`config.mk`:
```
export PLATFORM = sky130hd
export DESIGN_NAME = sorted_insert_priority_queue_unit
export DESIGN_NICKNAME = d
export VERILOG_FILES = /design/src/rtl/core/spq_pkg.sv /design/src/rtl/core/spq_cell.sv /design/src/rtl/core/sorted_insert_priority_queue_unit.sv
export SDC_FILE = /design/constraint.sdc
export NUM_CORES = 2
export LEC_CHECK = 0
export BUFFER_PORTS_ARGS = -buffer_cell sky130_fd_sc_hd__buf_2
export CORE_MARGIN = 3
export CORE_UTILIZATION = 47
export DETAILED_ROUTE_END_ITERATION = 6
export PLACE_DENSITY_LB_ADDON = 0.25
export REMOVE_ABC_BUFFERS = 1
export SLEW_MARGIN = 30
export SYNTH_ARGS = -nofsm -noshare
export SYNTH_HDL_FRONTEND = slang
export SYNTH_SLANG_ARGS = --single-unit
```
`constraint.sdc`:
```
create_clock -name clk -period 10 [get_ports clk]
set_input_delay 1.5 -clock clk [delete_from_list [all_inputs] [get_ports clk]]
set_output_delay 1.5 -clock clk [all_outputs]
set_load 0.03 [all_outputs]
```
`src/rtl/core/spq_pkg.sv`:
```
// ----------------------------------------------------------------------------
// spq_pkg: shared types for the sorted-insert priority queue
// Operation codes, result status codes and the command bundle that the
// top level broadcasts to every cell of the chain.
// ----------------------------------------------------------------------------
package spq_pkg;

  localparam int ValueWidth = 32;

  // Operation codes carried by in_op
  typedef enum logic {
    OP_STORE    = 1'b0,
    OP_RETRIEVE = 1'b1
  } op_t;

  // Result status codes carried by out_status
  typedef enum logic [1:0] {
    ST_OK    = 2'd0,
    ST_EMPTY = 2'd1,
    ST_FULL  = 2'd2
  } status_t;

  // Command broadcast to all cells together
  typedef struct packed {
    logic                         advance;  // update the chain this cycle
    op_t                          op;       // store or retrieve
    logic signed [ValueWidth-1:0] value;    // value being stored
  } cmd_t;

endpackage

```
`src/rtl/core/spq_cell.sv`:
```
// ----------------------------------------------------------------------------
// spq_cell: one slot of the sorted chain
// Holds one entry and its occupied flag. On a store it keeps its entry,
// takes the new value, or takes its left neighbor's entry; on a retrieve it
// takes its right neighbor's entry.
// ----------------------------------------------------------------------------
module spq_cell (
  input  logic                                   clk,
  input  logic                                   rst_n,
  input  spq_pkg::cmd_t                          cmd,
  input  logic signed [spq_pkg::ValueWidth-1:0]  left_entry,
  input  logic                                   left_occ,
  input  logic                                   left_lt,
  input  logic signed [spq_pkg::ValueWidth-1:0]  right_entry,
  input  logic                                   right_occ,
  output logic signed [spq_pkg::ValueWidth-1:0]  entry,
  output logic                                   occ,
  output logic                                   lt
);

  logic signed [spq_pkg::ValueWidth-1:0] entry_r, entry_nxt;
  logic                                  occ_r, occ_nxt;

  // Flag an occupied entry that is strictly smaller than the incoming value
  assign lt = occ_r && (entry_r < cmd.value);

  // Pick the next entry from self, the new value or a neighbor
  always_comb begin
    entry_nxt = entry_r;
    occ_nxt   = occ_r;
    if (cmd.op == spq_pkg::OP_STORE) begin
      if (!lt) begin
        entry_nxt = left_lt ? cmd.value : left_entry;
      end
      occ_nxt = occ_r | left_occ;
    end else begin
      entry_nxt = right_entry;
      occ_nxt   = right_occ;
    end
  end

  // Clear the occupied flag under reset; update it on advance
  always_ff @(posedge clk) begin
    if (!rst_n) begin
      occ_r <= 1'b0;
    end else if (cmd.advance) begin
      occ_r <= occ_nxt;
    end
  end

  // Advance the entry payload
  always_ff @(posedge clk) begin
    if (cmd.advance) begin
      entry_r <= entry_nxt;
    end
  end

  assign entry = entry_r;
  assign occ   = occ_r;

endmodule

```
`src/rtl/core/sorted_insert_priority_queue_unit.sv`:
```
// ----------------------------------------------------------------------------
// sorted_insert_priority_queue_unit: bounded min-first priority queue
// Chain of CAPACITY cells kept in ascending order; one operation per cycle unless stalled.
// ----------------------------------------------------------------------------
// Usage:
//   Input channel (in_valid / in_stall / in_op / in_value): in_op selects a
//   store of in_value or a retrieve of the smallest entry. Equal values
//   leave newest first, in the reverse of the order they arrived.
//   Result channel (out_valid / out_stall / out_result_value / out_status):
//   exactly one item per accepted input item, in order. A retrieve returns
//   the smallest entry; a store returns 0. Status reports OK, a retrieve on
//   an empty queue (value 0) or a store into a full queue (value dropped).
//   The result is registered and valid in the cycle after acceptance.
//   Throughput: one item per cycle unless the result channel stalls.
//   Every cell compares its entry with the new value in parallel and shifts
//   toward its neighbor in the same cycle, so the chain sets the figure at
//   one operation per clock. A stall on the result channel holds the
//   result register; a new item is accepted only while that register is
//   empty or being drained. Reset clears all occupied flags, leaving the
//   queue empty; entries need no clearing.
// ----------------------------------------------------------------------------
module sorted_insert_priority_queue_unit #(
  parameter int CAPACITY = 16
) (
  input  logic                                   clk,
  input  logic                                   rst_n,
  input  logic                                   in_valid,
  output logic                                   in_stall,
  input  logic                                   in_op,
  input  logic signed [spq_pkg::ValueWidth-1:0]  in_value,
  output logic                                   out_valid,
  input  logic                                   out_stall,
  output logic signed [spq_pkg::ValueWidth-1:0]  out_result_value,
  output logic [1:0]                             out_status
);

  logic signed [spq_pkg::ValueWidth-1:0] entry_w [CAPACITY];
  logic [CAPACITY-1:0]                   occ_w;
  logic [CAPACITY-1:0]                   lt_w;

  spq_pkg::cmd_t   cmd;
  spq_pkg::op_t    op_w;
  logic            accept;
  logic            is_empty;
  logic            is_full;
  spq_pkg::status_t                      status_nxt;
  logic signed [spq_pkg::ValueWidth-1:0] result_nxt;

  logic                                  out_valid_r;
  spq_pkg::status_t                      status_r;
  logic signed [spq_pkg::ValueWidth-1:0] result_r;

  // Accept while the result register is free or draining
  assign in_stall = out_valid_r && out_stall;
  assign accept   = in_valid && !in_stall;

  assign op_w     = spq_pkg::op_t'(in_op);
  assign is_empty = !occ_w[0];
  assign is_full  = occ_w[CAPACITY-1];

  // Build the command; drop stores into a full queue and empty retrieves
  always_comb begin
    cmd.op      = op_w;
    cmd.value   = in_value;
    cmd.advance = 1'b0;
    status_nxt  = spq_pkg::ST_OK;
    result_nxt  = '0;
    if (op_w == spq_pkg::OP_STORE) begin
      if (is_full) begin
        status_nxt = spq_pkg::ST_FULL;
      end else begin
        cmd.advance = accept;
      end
    end else begin
      if (is_empty) begin
        status_nxt = spq_pkg::ST_EMPTY;
      end else begin
        cmd.advance = accept;
        result_nxt  = entry_w[0];
      end
    end
  end

  // Chain of cells; the head sees an occupied slot smaller than the new value
  // to its left, the tail sees an empty slot to its right
  for (genvar i = 0; i < CAPACITY; i++) begin : g_cell
    logic signed [spq_pkg::ValueWidth-1:0] left_entry, right_entry;
    logic                                  left_occ, left_lt, right_occ;

    if (i == 0) begin : g_head
      assign left_entry = '0;
      assign left_occ   = 1'b1;
      assign left_lt    = 1'b1;
    end else begin : g_mid
      assign left_entry = entry_w[i-1];
      assign left_occ   = occ_w[i-1];
      assign left_lt    = lt_w[i-1];
    end

    if (i == CAPACITY - 1) begin : g_tail
      assign right_entry = '0;
      assign right_occ   = 1'b0;
    end else begin : g_inner
      assign right_entry = entry_w[i+1];
      assign right_occ   = occ_w[i+1];
    end

    spq_cell u_cell (
      .clk         (clk),
      .rst_n       (rst_n),
      .cmd         (cmd),
      .left_entry  (left_entry),
      .left_occ    (left_occ),
      .left_lt     (left_lt),
      .right_entry (right_entry),
      .right_occ   (right_occ),
      .entry       (entry_w[i]),
      .occ         (occ_w[i]),
      .lt          (lt_w[i])
    );
  end

  // Hold the result valid flag until the item is taken
  always_ff @(posedge clk) begin
    if (!rst_n) begin
      out_valid_r <= 1'b0;
    end else if (accept) begin
      out_valid_r <= 1'b1;
    end else if (!out_stall) begin
      out_valid_r <= 1'b0;
    end
  end

  // Load the result payload on acceptance
  always_ff @(posedge clk) begin
    if (accept) begin
      result_r <= result_nxt;
      status_r <= status_nxt;
    end
  end

  assign out_valid        = out_valid_r;
  assign out_result_value = result_r;
  assign out_status       = status_r;

endmodule
```
==> results.json <==
{
  "status": "complete, but fails checks",
  "violations": "DRC",
  "post-cts-setup-buffers": 0,
  "crit_end": "g_cell[7].u_cell.entry[11]",
  "synth.distinct_cells": 67,
  "routed_via_density": 7.16,
  "die_h_um": 288,
  "ys_async_sr_fraction_pct": 0,
  "ys.flop_type": "edfxtp_1",
  "path_class": "input port to flip-flop",
  "grt_overflow_total": 0,
  "worst_path_max_delay_cell": "a2111oi_1",
  "whs_ns": 0.513,
  "rsz0062_at_grt": "no",
  "avgSynthCellArea_sq_um": 11.2,
  "vias": 31500,
  "r2r_end": "g_cell[1].u_cell.entry[8]",
  "std_cell_rows": 102,
  "wl_per_cell_um": 30.9,
  "drive_gt1_share_pct": 10.5,
  "ff2ff_path_depth": 11,
  "root_buffer": "clkbuf_16",
  "remaining_drc_errors": 6,
  "drtIter0Drc": 4282,
  "grt_max_degree": 179,
  "crit_arrival_ns": 6.15,
  "synth_edf_count": 546,
  "first_pass_iters": 7,
  "cts_tree": "done",
  "vdd_drop_max_mv": 0.132,
  "p_comb_share_pct": 20.6,
  "syn2layout_area_growth_pct": 10.4,
  "max_cap_violations": 0,
  "worstSetupStartpoint": "in_value[19]",
  "slew_headroom_pct": 28.5,
  "hold_path.class": "flip-flop to flip-flop",
  "clk_pin_slew_ns": 0.06,
  "synth_area_sq_um": 37400,
  "fin_cells": 4394,
  "htreeDepth": 3,
  "grt_pass1_wl_um": 199000,
  "path_buf_inv": 3,
  "cts_buffers": 69,
  "cp_common_cell": "a21oi_1",
  "worst_pin_slew_ns": 1.07,
  "p_per_area_nw_per_um2": 174,
  "rr_startpoint": "g_cell[1].u_cell.entry[2]",
  "hold_viol": 0,
  "slew_violations": 0,
  "setup_tns_ns": 0,
  "min_period_ns": 5.81,
  "fmax_mhz": 172,
  "synthCells": 3350,
  "placed_cells": 4271,
  "yosysWarnings": 0,
  "grt_usage_pct": 31.9,
  "start_kind": "input port",
  "leakage_nw": 16.1,
  "diodes": 0,
  "cp_cell_sequence": "buf_2 -> inv_1 -> ha_1 -> a21oi_1 -> o21a_1 -> o221ai_1 -> a2111oi_1 -> a21oi_1 -> o21ai_4 -> buf_4 -> nor3b_1 -> a221o_1",
  "cts.sinks": 563,
  "min_period_over_period_pct": 58.1,
  "intPower_w": 0.00501,
  "clk_latency_ns": 0.61,
  "critPathMaxStageDelay_ns": 0.92,
  "critPathMaxFanout": 44,
  "cts_resized": 0,
  "hpwl_um": 92800,
  "coreArea_sq_um": 78100,
  "yosysSeqAreaShare_pct": 44.8,
  "final_nets": 3807,
  "start_util_pct": 47.9,
  "die-width_um": 288,
  "p_switching_w": 0.00218,
  "cts_buffer_depth": 3,
  "synth_seq_cells": 563,
  "antenna_found_initial": 3,
  "cp.depth": 12,
  "p_sw_share_pct": 30.4,
  "ioPinCount": 73,
  "place.gp.congestion": 0.963,
  "fin_skew_ns": 0.0248,
  "worstPathRequired_ns": 10.35,
  "setup-violations-final": 0,
  "cts_hold_buf": 0,
  "end_kind": "flip-flop",
  "io_buffers": 72,
  "crit_family": "compound AO/OA/AOI/OAI gates",
  "antenna_left": 0,
  "seqPwrFrac_pct": 43.5,
  "grt_pass1_vias": 30300,
  "wl_um": 136000,
  "die_area_sq_um": 83000,
  "r2r_slack_ns": 5.40,
  "pwr-share-clk_pct": 35.9
}
-- cells by family (layout without fill, tap and decap cells) --
logic type / count (synthesis) / in the layout / synth area share [%]
flip-flops: 563 / 563 / 44.8
buffers and inverters: 340 / 344 / 3.86
AND/OR/NAND/NOR: 963 / 963 / 14.2
multiplexers: 2 / 2 / 0.0535
adder cells (fa/ha/maj): 465 / 465 / 15.6
AO/OA/AOI/OAI: 1017 / 1017 / 21.6
-- how the worst min path moves through the flow --
| stage | startpoint | to | depth (start not counted) | slack, ns |
|---|---|---|---|---|
| global route | g_cell[11].u_cell.occ | g_cell[11].u_cell.occ | 2 | 0.54 |
| finish | g_cell[11].u_cell.occ | g_cell[11].u_cell.occ | 2 | 0.51 |
| detailed placement | g_cell[11].u_cell.occ | g_cell[11].u_cell.occ | 2 | 0.50 |
| CTS | g_cell[11].u_cell.occ | g_cell[11].u_cell.occ | 2 | 0.51 |
| floorplan | g_cell[3].u_cell.occ | g_cell[3].u_cell.occ | 2 | 0.46 |
| global placement | g_cell[11].u_cell.occ | g_cell[11].u_cell.occ | 2 | 0.49 |
-- synth_stat cells, types with 59 or more instances --
cell type | number | share of area [%]
nand2_1 | 270 | 2.7
a21oi_1 | 181 | 2.4
edfxtp_1 | 546 | 44
buf_2 | 59 | 0.79
inv_1 | 80 | 0.80
nor2_1 | 156 | 1.6
clkbuf_1 | 173 | 1.7
nor3b_1 | 233 | 4.7
a21o_1 | 107 | 2.1
a221o_1 | 323 | 8.6
nand3_1 | 64 | 0.86
o21ai_0 | 83 | 1.1
ha_1 | 465 | 16
a22o_1 | 64 | 1.5
-- flip-flops by register name, summed over array words and instances (netlist names) --
register             count
out_result_value        32
out_valid                1
g_cell.u_cell.occ       16
out_status               2
g_cell.u_cell.entry    512
-- power by group through the flow --
stage / Clock (W) / Combinational (W) / Sequential, W
5_1_grt: 0.00269 / 0.00160 / 0.00314
3_3_place_gp: 0 / 0.00137 / 0.00316
4_1_cts: 0.00261 / 0.00144 / 0.00312
3_5_place_dp: 0 / 0.00144 / 0.00316
6_report: 0.00259 / 0.00148 / 0.00313
2_1_floorplan: 0 / 0.000882 / 0.00308
-- placed cells by master (no fill, tap or decap), drive strengths merged, types with 5 or more instances in the layout --
cell type  Yosys  routed
a2111oi        7       7
a211o          6       6
a211oi        49      49
a21o         107     107
a21oi        181     181
a221o        323     323
a221oi        11      11
a22o          64      64
a22oi         33      33
and3          32      32
and4          23      23
buf           85     142
bufinv         0      10
clkbuf       173      84
clkinv         1      24
dfxtp         17      17
edfxtp       546     546
ha           465     465
inv           81      82
nand2        270     270
nand2b         8       8
nand3         64      64
nand4         55      55
nor2         156     156
nor2b          6       6
nor3          48      48
nor3b        233     233
nor4          17      17
o2111ai        6       6
o211ai        17      17
o21a          22      22
o21ai         94      94
o221ai        33      33
o22ai         37      37
o31ai         11      11
or2            5       5
or4b          32      32
-- stage by stage --
step | utilization (%) | power, W | setup slack [ns] | area (sq um)
after floorplan | - | 0.00396 | -0.188 | 36300
after global placement | 49.6 | 0.00453 | 3.59 | 38800
after detailed placement | 49.8 | 0.00460 | 3.81 | 38900
after CTS | 52.7 | 0.00717 | 4.43 | 41200
after global routing | 52.8 | 0.00743 | 4.10 | 41300
final | 52.8 | 0.00720 | 4.19 | 41300
-- cell type report --
class                           instances  area (sq um)
Clock buffer                           84          1840
Clock inverter                         36           423
Fill cell                            6753         36800
Inverter                               82           312
Multi-Input combinational cell       2447         19700
Sequential cell                       563         16700
Tap cell                             1040          1300
Timing Repair Buffer                  142           997
-- worst reg2reg max path, delay by kind of cell (launching register included) --
family	cells	cell delay, ns
compound gates	6	2.38
buf+inv	2	0.77
flops	1	0.45
fa+ha+maj	1	0.33
simple gates	2	0.33
-- metal layers --
| layer | vias up | GRT usage (%) | wire, um | share of wire (%) |
|---|---|---|---|---|
| met3 | 364 | 5.44 | 13700 | 10 |
| li1 | 13500 | - | - | - |
| met2 | 2091 | 48.5 | 59000 | 43 |
| met5 | - | 0 | 13 | 0.0096 |
| met4 | 2 | 19.6 | 9290 | 6.8 |
| met1 | 15500 | 42.6 | 53600 | 40 |
No activity file was read; power rests on OpenSTA's default activity.
